==> src/sv/snss_pkg.sv <==
package snss_pkg;

    // Fixed field widths
    localparam int KIND_W     = 2;
    localparam int VALUE_W    = 28;
    localparam int POS_W      = 3;
    localparam int PATTERN_W  = 7;

    // Default number of display positions
    localparam int DIGITS_DEF = 4;

    // Request kinds
    localparam logic [KIND_W-1:0] KIND_NUMBER = 2'd0;
    localparam logic [KIND_W-1:0] KIND_DASH   = 2'd1;
    localparam logic [KIND_W-1:0] KIND_BLANK  = 2'd2;

    // Segment patterns
    localparam logic [PATTERN_W-1:0] SEG_CENTER = 7'h40;
    localparam logic [PATTERN_W-1:0] SEG_BLANK  = 7'h00;

    // One input transaction
    typedef struct packed {
        logic [KIND_W-1:0]         kind;
        logic signed [VALUE_W-1:0] value;
    } t_item;

    // One display position
    typedef struct packed {
        logic [POS_W-1:0]     position;
        logic [PATTERN_W-1:0] pattern;
        logic                 overflow;
        logic                 last;
    } t_result;

    // Power of ten, evaluated at elaboration or unrolled into constants
    function automatic int unsigned pow10(input int n);
        int unsigned p;
        p = 1;
        for (int i = 0; i < n; i++) begin
            p = p * 10;
        end
        return p;
    endfunction

    // Decimal digit to segment pattern
    function automatic logic [PATTERN_W-1:0] glyph(input logic [3:0] d);
        logic [PATTERN_W-1:0] g;
        case (d)
            4'd0:    g = 7'h3F;
            4'd1:    g = 7'h06;
            4'd2:    g = 7'h5B;
            4'd3:    g = 7'h4F;
            4'd4:    g = 7'h66;
            4'd5:    g = 7'h6D;
            4'd6:    g = 7'h7D;
            4'd7:    g = 7'h07;
            4'd8:    g = 7'h7F;
            4'd9:    g = 7'h6F;
            default: g = SEG_BLANK;
        endcase
        return g;
    endfunction

endpackage

==> src/sv/snss_in_stage.sv <==
module snss_in_stage import snss_pkg::*; (
    input  logic  i_clk,
    input  logic  i_rst_n,
    input  logic  i_valid,
    output logic  o_ready,
    input  t_item i_item,
    output logic  o_item_valid,
    output t_item o_item,
    input  logic  i_take
);

    logic  r_valid;
    t_item r_item;
    logic  accept;

    // Free when empty or when the sequencer takes the held transaction
    assign o_ready = !r_valid || i_take;
    assign accept  = i_valid && o_ready;

    // Track occupancy
    always_ff @(posedge i_clk) begin
        if (!i_rst_n) begin
            r_valid <= 1'b0;
        end else if (accept) begin
            r_valid <= 1'b1;
        end else if (i_take) begin
            r_valid <= 1'b0;
        end
    end

    // Hold the payload
    always_ff @(posedge i_clk) begin
        if (accept) begin
            r_item <= i_item;
        end
    end

    assign o_item_valid = r_valid;
    assign o_item       = r_item;

endmodule

==> src/sv/snss_seq.sv <==
module snss_seq import snss_pkg::*; #(
    parameter int DIGITS = DIGITS_DEF
) (
    input  logic    i_clk,
    input  logic    i_rst_n,
    input  logic    i_item_valid,
    input  t_item   i_item,
    output logic    o_take,
    input  logic    i_adv_ok,
    output logic    o_res_valid,
    output t_result o_res
);

    localparam int REM_W = $clog2(pow10(DIGITS));

    logic                 r_busy;
    logic [POS_W-1:0]     r_pos;
    logic [REM_W-1:0]     r_rem;
    logic [KIND_W-1:0]    r_kind;
    logic                 r_neg;
    logic                 r_ovf;
    logic [POS_W-1:0]     r_lead;

    logic [POS_W-1:0]     n_pos;
    logic [REM_W-1:0]     n_rem;

    logic                 fire;
    logic                 at_end;
    logic                 load;

    logic [VALUE_W-1:0]   ld_raw;
    logic                 ld_neg;
    logic [VALUE_W-1:0]   ld_mag;
    logic                 ld_ovf;
    logic [POS_W-1:0]     ld_count;

    logic [POS_W-1:0]     weight;
    logic [REM_W-1:0]     row [0:9];
    logic [8:0]           ge;
    logic [3:0]           digit;
    logic [PATTERN_W-1:0] pattern;

    // Handshake with the input register and the output register
    assign at_end = (r_pos == POS_W'(DIGITS - 1));
    assign fire   = r_busy && i_adv_ok;
    assign o_take = !r_busy || (fire && at_end);
    assign load   = o_take && i_item_valid;
    assign n_pos  = r_pos + 1'b1;

    // Analyse a new number: magnitude, fit check and count of digits beyond the first
    always_comb begin
        ld_raw   = i_item.value;
        ld_neg   = ld_raw[VALUE_W-1];
        ld_mag   = ld_neg ? (~ld_raw + 1'b1) : ld_raw;
        ld_ovf   = (i_item.kind == KIND_NUMBER) &&
                   (ld_neg ? (ld_mag >= VALUE_W'(pow10(DIGITS - 1)))
                           : (ld_mag >= VALUE_W'(pow10(DIGITS))));
        ld_count = '0;
        for (int j = 1; j < DIGITS; j++) begin
            if (ld_mag >= VALUE_W'(pow10(j))) begin
                ld_count = ld_count + 1'b1;
            end
        end
    end

    // Pick the multiples of the current decimal weight
    assign weight = POS_W'(DIGITS - 1) - r_pos;

    always_comb begin
        for (int c = 0; c < 10; c++) begin
            row[c] = '0;
        end
        for (int k = 0; k < DIGITS; k++) begin
            if (weight == POS_W'(k)) begin
                for (int c = 0; c < 10; c++) begin
                    row[c] = REM_W'(c * pow10(k));
                end
            end
        end
    end

    // Extract the digit at this weight and strip it from the remainder
    always_comb begin
        for (int c = 1; c < 10; c++) begin
            ge[c-1] = (r_rem >= row[c]);
        end
        digit = 4'($countones(ge));
        n_rem = r_rem - row[digit];
    end

    // Segment pattern for this position
    always_comb begin
        case (r_kind)
            KIND_NUMBER: begin
                if (r_ovf) begin
                    pattern = SEG_BLANK;
                end else if (r_pos < r_lead) begin
                    pattern = (r_neg && (r_pos == r_lead - 1'b1)) ? SEG_CENTER : SEG_BLANK;
                end else begin
                    pattern = glyph(digit);
                end
            end
            KIND_DASH: pattern = SEG_CENTER;
            default:   pattern = SEG_BLANK;
        endcase
    end

    // Advance through the positions, load a new request when idle or at the end of a run
    always_ff @(posedge i_clk) begin
        if (!i_rst_n) begin
            r_busy <= 1'b0;
            r_pos  <= '0;
        end else if (load) begin
            r_busy <= 1'b1;
            r_pos  <= '0;
        end else if (fire) begin
            if (at_end) begin
                r_busy <= 1'b0;
            end else begin
                r_pos <= n_pos;
            end
        end
    end

    // Working payload
    always_ff @(posedge i_clk) begin
        if (load) begin
            r_rem  <= ld_mag[REM_W-1:0];
            r_kind <= i_item.kind;
            r_neg  <= ld_neg;
            r_ovf  <= ld_ovf;
            r_lead <= POS_W'(DIGITS - 1) - ld_count;
        end else if (fire) begin
            r_rem  <= n_rem;
        end
    end

    assign o_res_valid    = r_busy;
    assign o_res.position = r_pos;
    assign o_res.pattern  = pattern;
    assign o_res.overflow = r_ovf;
    assign o_res.last     = at_end;

endmodule

==> src/sv/snss_out_reg.sv <==
module snss_out_reg import snss_pkg::*; (
    input  logic    i_clk,
    input  logic    i_rst_n,
    input  logic    i_res_valid,
    input  t_result i_res,
    output logic    o_free,
    output logic    o_valid,
    input  logic    i_ready,
    output t_result o_res
);

    logic    r_valid;
    t_result r_res;

    // Take a new position when empty or when the receiver drains this one
    assign o_free = !r_valid || i_ready;

    always_ff @(posedge i_clk) begin
        if (!i_rst_n) begin
            r_valid <= 1'b0;
        end else if (o_free) begin
            r_valid <= i_res_valid;
        end
    end

    // Hold the result while stalled
    always_ff @(posedge i_clk) begin
        if (o_free && i_res_valid) begin
            r_res <= i_res;
        end
    end

    assign o_valid = r_valid;
    assign o_res   = r_res;

endmodule

==> src/sv/signed_number_seven_segment.sv <==
// Signed decimal number on a row of DIGITS seven-segment positions.
//
// Input channel (i_valid / o_ready): i_kind selects a number, a row of
// dashes or a blank display; i_value is the signed number. Output channel
// (o_valid / i_ready): one transaction per position, leftmost first, with
// o_position, o_pattern, o_overflow and o_last on the rightmost position.
//
// The first position of a request passes through the input register, the
// digit sequencer and the output register. The digit sequencer hands on one
// position per cycle while the output register is free, extracting one
// decimal digit a cycle, most significant first, by comparing the remainder
// with the multiples of its weight. A following request waits in the input
// register and enters the sequencer in the cycle the last position of the
// current one moves on.
//
// Reset clears every valid flag; no transaction is in flight afterwards.
// When the receiver stalls, the output register holds its position, the
// sequencer and then the input register fill, and o_ready falls.
module signed_number_seven_segment import snss_pkg::*; #(
    parameter int DIGITS = DIGITS_DEF
) (
    input  logic                        i_clk,
    input  logic                        i_rst_n,
    input  logic                        i_valid,
    output logic                        o_ready,
    input  logic [KIND_W-1:0]           i_kind,
    input  logic signed [VALUE_W-1:0]   i_value,
    output logic                        o_valid,
    input  logic                        i_ready,
    output logic [POS_W-1:0]            o_position,
    output logic [PATTERN_W-1:0]        o_pattern,
    output logic                        o_overflow,
    output logic                        o_last
);

    t_item   in_item;
    t_item   held_item;
    logic    held_valid;
    logic    seq_take;
    logic    out_free;
    logic    seq_valid;
    t_result seq_res;
    t_result out_res;

    assign in_item.kind  = i_kind;
    assign in_item.value = i_value;

    // Input register
    snss_in_stage u_in_stage (
        .i_clk        (i_clk),
        .i_rst_n      (i_rst_n),
        .i_valid      (i_valid),
        .o_ready      (o_ready),
        .i_item       (in_item),
        .o_item_valid (held_valid),
        .o_item       (held_item),
        .i_take       (seq_take)
    );

    // Digit sequencer
    snss_seq #(
        .DIGITS (DIGITS)
    ) u_seq (
        .i_clk        (i_clk),
        .i_rst_n      (i_rst_n),
        .i_item_valid (held_valid),
        .i_item       (held_item),
        .o_take       (seq_take),
        .i_adv_ok     (out_free),
        .o_res_valid  (seq_valid),
        .o_res        (seq_res)
    );

    // Output register
    snss_out_reg u_out_reg (
        .i_clk       (i_clk),
        .i_rst_n     (i_rst_n),
        .i_res_valid (seq_valid),
        .i_res       (seq_res),
        .o_free      (out_free),
        .o_valid     (o_valid),
        .i_ready     (i_ready),
        .o_res       (out_res)
    );

    assign o_position = out_res.position;
    assign o_pattern  = out_res.pattern;
    assign o_overflow = out_res.overflow;
    assign o_last     = out_res.last;

    // The end marker sits on the rightmost position only
    assert property (@(posedge i_clk) disable iff (!i_rst_n)
        o_valid |-> (o_last == (o_position == POS_W'(DIGITS - 1))))
        else $error("end marker on wrong position");

    // Positions of one request follow each other without a gap
    assert property (@(posedge i_clk) disable iff (!i_rst_n)
        (o_valid && i_ready && !o_last) |=>
            (o_valid && (o_position == $past(o_position) + 1'b1)))
        else $error("position sequence broken");

    // An overflowed number shows a blank display
    assert property (@(posedge i_clk) disable iff (!i_rst_n)
        (o_valid && o_overflow) |-> (o_pattern == SEG_BLANK))
        else $error("overflow with lit segments");

endmodule

==> config.mk <==
export PLATFORM = sky130hd
export DESIGN_NAME = signed_number_seven_segment
export DESIGN_NICKNAME = d
export VERILOG_FILES = /design/src/sv/snss_pkg.sv /design/src/sv/snss_in_stage.sv /design/src/sv/snss_seq.sv /design/src/sv/snss_out_reg.sv /design/src/sv/signed_number_seven_segment.sv
export SDC_FILE = /design/constraint.sdc
export NUM_CORES = 1
export LEC_CHECK = 0
export BUFFER_PORTS_ARGS = -buffer_cell sky130_fd_sc_hd__buf_2
export CELL_PAD_IN_SITES_DETAIL_PLACEMENT = 1
export CELL_PAD_IN_SITES_GLOBAL_PLACEMENT = 1
export CORE_ASPECT_RATIO = 0.75
export CORE_MARGIN = 8
export CORE_UTILIZATION = 40
export DETAILED_ROUTE_END_ITERATION = 16
export PLACE_DENSITY = 0.82
export SKIP_LAST_GASP = 1
export SLEW_MARGIN = 25
export SYNTH_ARGS = -nofsm -noshare
export SYNTH_HDL_FRONTEND = slang
export SYNTH_SLANG_ARGS = --single-unit
==> constraint.sdc <==
create_clock -name i_clk -period 10.35 [get_ports i_clk]
set_clock_uncertainty 0.05 [all_clocks]
set_input_delay 1.035 -clock i_clk [delete_from_list [all_inputs] [get_ports i_clk]]
set_output_delay 1.035 -clock i_clk [all_outputs]
set_load 0.005 [all_outputs]
[Yosys cells after proc, flatten, opt, wreduce, memory -nomap -nowiden]
Memories as Yosys holds them, arrays and structs flattened.
Cells that the tools add are included.
Word-level totals
  ROM bits: 112
  memories kept: 1
  bits in registers: 69
  output and inout bits: 14
Memories
  (no name shown): words 16, bits a word 7, rd ports 1, clocked after memory_dff 0, write ports 0, line snss_pkg.sv:48  | case (d)
Cells by class
  bitwise gates (word level): 4
  add/sub/neg operators: 16
  order comparisons: 15
  reduce and logical (&&, ||, !) cells: 21
  multiplexer cells: 23
  equal/unequal tests: 6
Operators by type and width (count)
  $mux W122: 1
  $mux W119: 1
  $mux W116: 1
  $mux W113: 1
  $ge A14 B14 Y1: 8
  $bmux W14 S4: 1
  $mux W14: 4
  $add A28 B1 Y28 const B: 1
  $ge A28 B10 Y1 const B: 1
  $ge A28 B14 Y1 const B: 1
  $ge A28 B4 Y1 const B: 1
  $ge A28 B7 Y1 const B: 1
  $mux W28: 1
  $not A28 Y28: 1
  $mux W7: 3
  $ge A14 B10 Y1: 1
  $pmux W7 S2: 1
  $sub A14 B14 Y14: 1
  $add A4 B4 Y4: 3
  $eq A3 B2 Y1 const B: 3
  $add A1 B1 Y2: 4
  $mux W1: 7
  $add A3 B1 Y3 const B: 2
  $logic_and A1 B1 Y1: 6
  other kinds (19): 30

[Longest topological paths before layout]
Gate-level depths: netlist (run 1).
  depth in word-level cells: 18
  mapped depth: 40
  depth with buffers taken out: 39

[Modules after synthesis]
A second synthesis (run 1) with hierarchy kept.
Second synthesis, totals
  cell total of the unflattened synthesis: 694
  area, all modules: 6231.0 um^2
By module, submodules not included
  snss_seq: cells an instance 642, sequential area each 710.7 um^2, instances 1, area each 4854.7 um^2
  snss_in_stage: cells an instance 35, sequential area each 920.9 um^2, instances 1, area each 958.4 um^2
  snss_out_reg: cells an instance 17, sequential area each 380.4 um^2, instances 1, area each 417.9 um^2

[Least setup slack after synthesis (run 1)]
Ideal clock, no wire load.
  path kind: flip-flop to flip-flop
  start point: reg u_seq.r_pos[1]
  end point: reg u_seq.r_rem[13], data pin
  clock period less this slack: 7.761 ns
  path slack: 2.589 ns
  cell stages (with the launch flop): 35
  setup time: 0.268 ns
  arrival time: 7.443 ns
  required time: 10.032 ns
  path buffers: 1
  cells stage by stage: dfxtp_1 inv_1 ha_1 nor2_1 o21ai_0 ha_1 o21a_1 o21a_1 o21ai_0 nand2b_1 a2111oi_0 o21ai_0 a311o_1 ha_1 inv_1 fa_1 fa_1 inv_1 ha_1 inv_1 fa_1 clkbuf_1 nor2b_1 nor2b_1 o311a_1 a21oi_1 ha_1 o21ai_0 a21oi_1 nor4_1 o31ai_1 o41ai_1 o21ai_0 xnor2_1 mux2i_1
Between the ends
  word-level cells in the longest chain between the ends: 18
RTL lines
  start, declared: line snss_seq.sv:17  | logic [POS_W-1:0] r_pos;
  start signal, assigned: line snss_seq.sv:120  | r_pos <= n_pos;
  $sub A2 B3 Y3: line snss_seq.sv:67  | assign weight = POS_W'(DIGITS - 1) - r_pos;
  $logic_not A3 Y1: line snss_seq.sv:74  | if (weight == POS_W'(k)) begin
  $mux W113: line snss_seq.sv:74
  $mux W116: line snss_seq.sv:74
  $mux W119: line snss_seq.sv:74
  $mux W122: line snss_seq.sv:74
  $ge A14 B10 Y1 / $ge A14 B14 Y1 (equally long branches): line snss_seq.sv:85  | ge[c-1] = (r_rem >= row[c]);
  $add A1 B1 Y2 (implied by the code): line snss_seq.sv:87  | digit = 4'($countones(ge));
  $add A4 B4 Y4 (implied by the code) (2 in a row): line snss_seq.sv:87
  $add A4 B1 Y4 (implied by the code): line snss_seq.sv:87
  $not A4 Y5 (implied by the code): line snss_seq.sv:88  | n_rem = r_rem - row[digit];
  $bmux W14 S4: line snss_seq.sv:88
  $mux W14 (implied by the code) (2 in a row): line snss_seq.sv:88
  $sub A14 B14 Y14: line snss_seq.sv:88
  $mux W14: line snss_seq.sv:133  | end else if (fire) begin
  $mux W14 (*): line snss_seq.sv:127  | if (load) begin
  end signal, assigned: line snss_seq.sv:128  | r_rem <= ld_mag[REM_W-1:0];
  end signal, assigned: line snss_seq.sv:134  | r_rem <= n_rem;
  end, declared: line snss_seq.sv:18  | logic [REM_W-1:0] r_rem;
Every way passes the cells marked *; elsewhere a longest branch is shown, timed or not. The select of a mux whose other input is x is not followed.
A chain may end at the register's enable or synchronous reset.

[Final worst setup path (run 1)]
Same ends and word-level chain as after synthesis.

==> results of run 1 <==
worst max path at each step:
stage,slack [ns],endpoint,depth (start not counted)
final,0.78,u_seq.r_rem[13]$_DFFE_PP_,36
after floorplan,2.59,u_seq.r_rem[13]$_DFFE_PP_,34
after detailed placement,0.94,u_seq.r_rem[13]$_DFFE_PP_,36
after CTS,0.82,u_seq.r_rem[13]$_DFFE_PP_,36
after global placement,1.27,u_seq.r_rem[12]$_DFFE_PP_,35
after global routing,0.18,u_seq.r_rem[13]$_DFFE_PP_,36
cell usage after synthesis, types with 3 or more instances:
cell type,number
a22oi_1,3
and3_1,5
nor3_1,20
nand3_1,19
o21ai_0,48
nor2_1,64
nand4_1,6
buf_1,3
a21oi_1,57
a21boi_0,4
a21o_1,18
nand4b_1,4
nand2b_1,18
o21a_1,11
a31oi_1,6
a2bb2oi_1,3
o41ai_1,4
and2_1,4
inv_1,49
or2_2,7
fa_1,6
o31ai_1,14
nor2b_1,11
o2111ai_1,5
clkbuf_1,19
edfxtp_1,63
xor2_1,13
nand2_1,62
nor4_1,4
ha_1,82
xnor2_1,18
or4_1,8
dfxtp_1,6
a211oi_1,6
mux2i_1,4
nor3b_1,4
or3_1,5
layer usage:
layer / vias up / GRT usage, % / share of wire, %
li1: 2743 / - / -
met1: 2786 / 25.1 / 48
met2: 170 / 30.5 / 46
met3: 18 / 3.31 / 5.2
met4: 0 / 4.07 / 1.0
met5: - / 0 / 0
through the flow:
stage	cell area, um^2	hold WS, ns	util (%)
6_report	7100	0.415	44.9
5_1_grt	7100	0.442	44.9
4_1_cts	7100	0.415	44.9
3_5_place_dp	6810	0.401	43.1
3_3_place_gp	6810	0.387	43.1
2_1_floorplan	6370	0.377	-
cells by family (layout without fill, tap and decap cells):
family          after synthesis  in the layout  synth area share [%]
compound gates              202            202                  20.3
xor+xnor                     31             31                  4.26
fa+ha+maj                    88             88                  18.0
buf+inv                      74            118                  4.49
flops                        69             69                  31.6
mux                           5              5                 0.981
simple gates                253            253                  20.5
cell type report:
class	count	area (um^2)	share of cell area, %
Sequential cell	69	2010	28.3
Clock buffer	9	225	3.17
Multi-Input combinational cell	579	4080	57.4
Inverter	50	188	2.64
Timing Repair Buffer	52	273	3.84
Tap cell	210	263	3.70
Clock inverter	7	66.3	0.934
sequential cells by signal, summed over array words and instances, names as in the netlist:
name,count
u_in_stage.o_item,30
u_seq.r_ovf,1
u_seq.r_neg,1
u_seq.r_lead,3
u_out_reg.o_valid,1
u_seq.o_res_valid,1
u_seq.r_kind,2
u_in_stage.o_item_valid,1
u_seq.r_pos,3
u_out_reg.o_res,12
u_seq.r_rem,14
worst register-to-register path, delay by kind of cell (launching register included):
kind	cells	cell delay [ns]
and+or+nand+nor	8	1.74
buffers and inverters	5	0.61
xor gates and xnor gates	1	0.19
muxes	1	0.08
adders and majority gates	8	2.93
DFF	1	0.53
AOI/OAI and AO/OA	13	3.18
==> metrics, run 1 <==
run status=complete, no violations; Mapped Area=0.00637 mm^2; drt wl/cell=19.3 um; DP Wirelength=14.4 mm; fill cell count=1893; FF-to-FF Start=u_seq.r_pos[1]$_SDFFE_PP0P_; overall global routing resource usage=18.6%; Critical Path Max Stage Delay=0.53 ns; DR DRC count=0; Vias=5717; H-tree depth=3; largest area contributor in the synthesized netlist=edfxtp_1; Max Fclk=105 MHz; hold path depth=0; core area=0.0158 mm^2; Setup WS post-layout=0.783 ns; number of enable flip-flop cells after synthesis=63; antenna cells=0; antenna violations before repair=0; top_reg_cell synth=edfxtp_1; Synth area leaders=edfxtp_1 (30%), ha_1 (16%), a21oi_1 (4.5%), o21ai_0 (3.8%), nor2_1 (3.8%); CP Max Fanout=27; die area=0.0203 mm^2; WP data arrival=9.59 ns; CTS tree=done; final setup TNS=0 ns; clock transition at the registers of the reported paths=0.06 ns; # Max-Cap Violations=0; worst hold path type=reg -> reg; Max Slew Vio Count=0; cts hold-fix bufs=0; RePlAce Congestion=0.866; clk root buf=clkbuf_16; CP bufs+invs=5; Hold Violations, Final=0; CP dominant cell by count=o21ai_0; CP Class=reg -> reg; worst slack, placed=0.939 ns; FF-to-FF setup slack=0.78 ns; port bufs=47; ANT nets after route=0; Worst R2R End=u_seq.r_rem[13]$_DFFE_PP_; crit-path leading delay family=compound AO/OA/AOI/OAI gates; vias per cell=5.86; width of the die=162 um; post-synth top area share=29.7%; Post-CTS Setup Inserts=0; Worst slew margin=38.3%; total CTS buffers=9; Post-Route WL=18.9 mm; Layout Nets=883; Synth cell types=67; Final Non-Filler Cells=976; ratio of cells with drive above 1 in the final layout=10.8%; HP Start=u_in_stage.o_item[28]$_DFFE_PP_; minimum clock period=9.57 ns; most common cell after layout, fill and taps aside=ha_1; PostCTS Resize Cnt=0; final setup fails=0; Starting Density=40.3%; first-pass GRT wire length=31.0 mm; worst path required time=10.37 ns; Reg2Reg Depth=36; mean area per synthesized cell=8.83 um^2; Hold Crit Endpoint=u_seq.r_kind[0]$_DFFE_PP_; vias in the first global route=5919; crit start category=flop; YS warnings=0; Area Overhead vs Synth=11.4%; ys async rst share=0%; pin count of the biggest net entering global routing=40; Worst setup EP type=flop; CTS Buffer Depth=2; fin crit share=92.4%; IO Pins=48; Seq/Total Area, Yosys=31.6%; Die H=125 um; Synth Instances=722; worst skew pair latency=0.34 ns; Sink Count=69; total grt overflow=0; Inst Count DP=960; CP Launch Point=u_seq.r_pos[1]$_SDFFE_PP0P_; worst-margin pin slew=0.923 ns; most frequent cells in the layout=ha_1 (82), nor2_1 (64), edfxtp_1 (63); RSZ-0062 raised after global routing=false; row cnt=40; CP max-delay cell=dfxtp_1; Seq cells post-synth=69; drt initial violations=464; detailed-router iteration count before antenna repair=7; syn nets=844
Power of run 1 is not shown: default switching activity piles up to over one toggle a cycle in this logic, so the estimate is an artifact.
==> run 2: changes to the inputs <==
Settings changed: ABC_AREA set to 1, PLACE_DENSITY 0.82 to 0.84.
==> metrics, run 2 <==
Area Overhead vs Synth=11.0%; Reg2Reg Depth=41 (+14%); Worst slew margin=53.2% (+15 points); Inst Count DP=1206 (+26%); RePlAce Congestion=0.939 (+8.4%); first-pass GRT wire length=35.7 mm (+15%); clk root buf=clkbuf_16; Max Fclk=113 MHz (+8.3%); CTS tree=done; width of the die=167 um (+3.4%); Synth area leaders=edfxtp_1 (28%), ha_1 (15%), nand2_1 (11%), inv_1 (7.7%), nor2_1 (6.3%); minimum clock period=8.84 ns (-0.731 ns); cts hold-fix bufs=0 (unchanged); Post-CTS Setup Inserts=0 (unchanged); RSZ-0062 raised after global routing=false; ys async rst share=0% (unchanged); overall global routing resource usage=20.4% (+1.8 points); vias in the first global route=6930 (+17%); final setup TNS=0 ns (unchanged); top cells by instance count after synthesis=nand2_1 (199), inv_1 (141), nor2_1 (116); fin crit share=85.4% (-7.1 points); most common cell after layout, fill and taps aside=nand2_1; Setup crit end=u_seq.r_rem[12]$_DFFE_PP_; Seq/Total Area, Yosys=29.3% (-2.3 points); mean area per synthesized cell=7.20 um^2 (-18%); worst skew pair latency=0.34 ns (about the same); detailed-router iteration count before antenna repair=5 (-2); Vias=6836 (+20%); Sink Count=69 (unchanged); CP dominant cell by count=inv_1; ratio of cells with drive above 1 in the final layout=10.3% (-0.51 points); DR DRC count=0 (unchanged); clock transition at the registers of the reported paths=0.06 ns (about the same); syn nets=1076 (+27%); antenna cells=0 (unchanged); drt wl/cell=17.9 um (-7.2%); final setup fails=0 (unchanged); top_reg_cell synth=edfxtp_1; # Max-Cap Violations=0 (unchanged); total grt overflow=0 (unchanged); number of enable flip-flop cells after synthesis=63 (unchanged); Layout Nets=1124 (+27%); Worst setup EP type=flop; fill cell count=2156 (+14%); Hold Violations, Final=0 (unchanged); Final Non-Filler Cells=1222 (+25%); Max Slew Vio Count=0 (unchanged); max reg flops=30 (unchanged); run status=complete, no violations; most frequent cells in the layout=nand2_1 (199), inv_1 (140), nor2_1 (116); CP Max Fanout=12 (-56%); DP Wirelength=18.0 mm (+25%); Worst R2R End=u_seq.r_rem[12]$_DFFE_PP_; FF-to-FF setup slack=1.51 ns (+0.73 ns); Synth cell types=54 (-19%); Die H=129 um (+3.3%); WP data arrival=8.87 ns (-0.72 ns); total CTS buffers=9 (unchanged); CTS Buffer Depth=2 (unchanged); gr busiest metal=met2; CP Class=reg -> reg; port bufs=47 (unchanged); core area=0.0168 mm^2 (+6.4%); die area=0.0217 mm^2 (+6.8%); Mapped Area=0.00687 mm^2 (+7.7%); crit start category=flop; Seq cells post-synth=69 (unchanged); IO Pins=48 (unchanged); pin count of the biggest net entering global routing=42 (+5.0%); CP max-delay cell=fa_1; vias per cell=5.59 (-4.5%); FF-to-FF Start=u_seq.r_pos[1]$_SDFFE_PP0P_; antenna violations before repair=0 (unchanged); met1 Usage GRT=29.1% (+4.0 points); post-synth top area share=27.5% (-2.1 points); Critical Path Max Stage Delay=0.76 ns (+0.23 ns); largest area contributor in the synthesized netlist=edfxtp_1; Post-Route WL=21.9 mm (+16%); ANT nets after route=0 (unchanged); PostCTS Resize Cnt=0 (unchanged); Synth Instances=954 (+32%); worst hold path type=reg -> reg; CP Launch Point=u_seq.r_pos[1]$_SDFFE_PP0P_; worst path required time=10.38 ns (about the same); row cnt=41 (+2.5%); most common cell in the netlist=nand2_1; met3 Track Usage GR=4.38% (+1.1 points); worst-margin pin slew=0.702 ns (-0.222 ns); YS warnings=0 (unchanged); drt initial violations=557 (+20%); M2 GR Usage=31.3% (+0.76 points); hold slack=0.416 ns (+0.00121 ns); H-tree depth=3 (unchanged); Starting Density=40.8% (+0.51 points)
-- run 2: how the worst min path moves through the flow --
stage	startpoint	end	slack, ns	depth (start not counted)
floorplan	u_in_stage.o_item[29]$_DFFE_PP_	u_seq.r_kind[1]$_DFFE_PP_	0.38	0
global placement	u_in_stage.o_item[29]$_DFFE_PP_	u_seq.r_kind[1]$_DFFE_PP_	0.39	0
detailed placement	u_in_stage.o_item[28]$_DFFE_PP_	u_seq.r_kind[0]$_DFFE_PP_	0.40	0
CTS	u_in_stage.o_item[28]$_DFFE_PP_	u_seq.r_kind[0]$_DFFE_PP_	0.42	0
global route	u_in_stage.o_item[28]$_DFFE_PP_	u_seq.r_kind[0]$_DFFE_PP_	0.42	0
finish	u_seq.r_ovf$_DFFE_PP_	u_out_reg.o_res[1]$_DFFE_PP_	0.42	0
-- run 2: stage by stage --
stage,setup WS [ns],util (%),cell area (um^2)
after floorplan,3.75,-,6870
after global placement,2.04,43.6,7330
after detailed placement,1.72,43.6,7330
after CTS,1.61,45.3,7620
after global routing,1.00,45.3,7620
final,1.51,45.3,7620
-- run 2: critical path: cells and delay by family (launching register included) --
kind | cells | cell delay [ns]
adder cells (fa/ha/maj) | 8 | 2.97
AND/OR/NAND/NOR | 12 | 2.15
AO/OA/AOI/OAI | 10 | 1.59
buffers and inverters | 11 | 1.28
flip-flops | 1 | 0.52
-- run 2: area by class of cell --
cell class                 instances  area [um^2]  area share [%]
timing repair buffer              50          258            3.38
sequential                        69         2010            26.4
inverter                         146          548            7.19
tap                              215          269            3.53
clock buffer                      11          243            3.19
multi-input combinational        726         4240            55.7
clock inverter                     5         50.0           0.657
-- run 2: metal layers --
| layer | share of wire, % | vias to the layer above |
|---|---|---|
| met4 | 1.2 | 0 |
| li1 | - | 3320 |
| met2 | 42 | 244 |
| met5 | 0 | - |
| met1 | 50 | 3243 |
| met3 | 7.2 | 29 |
-- run 2: logic make-up after synthesis --
kind of cell               synth area share [%]
AOI/OAI and AO/OA                          15.6
xor gates and xnor gates                   1.02
adders and majority gates                  16.7
buffers and inverters                      8.95
DFF                                        29.3
and+or+nand+nor                            28.4
Power of run 2 is left out for the same reason.
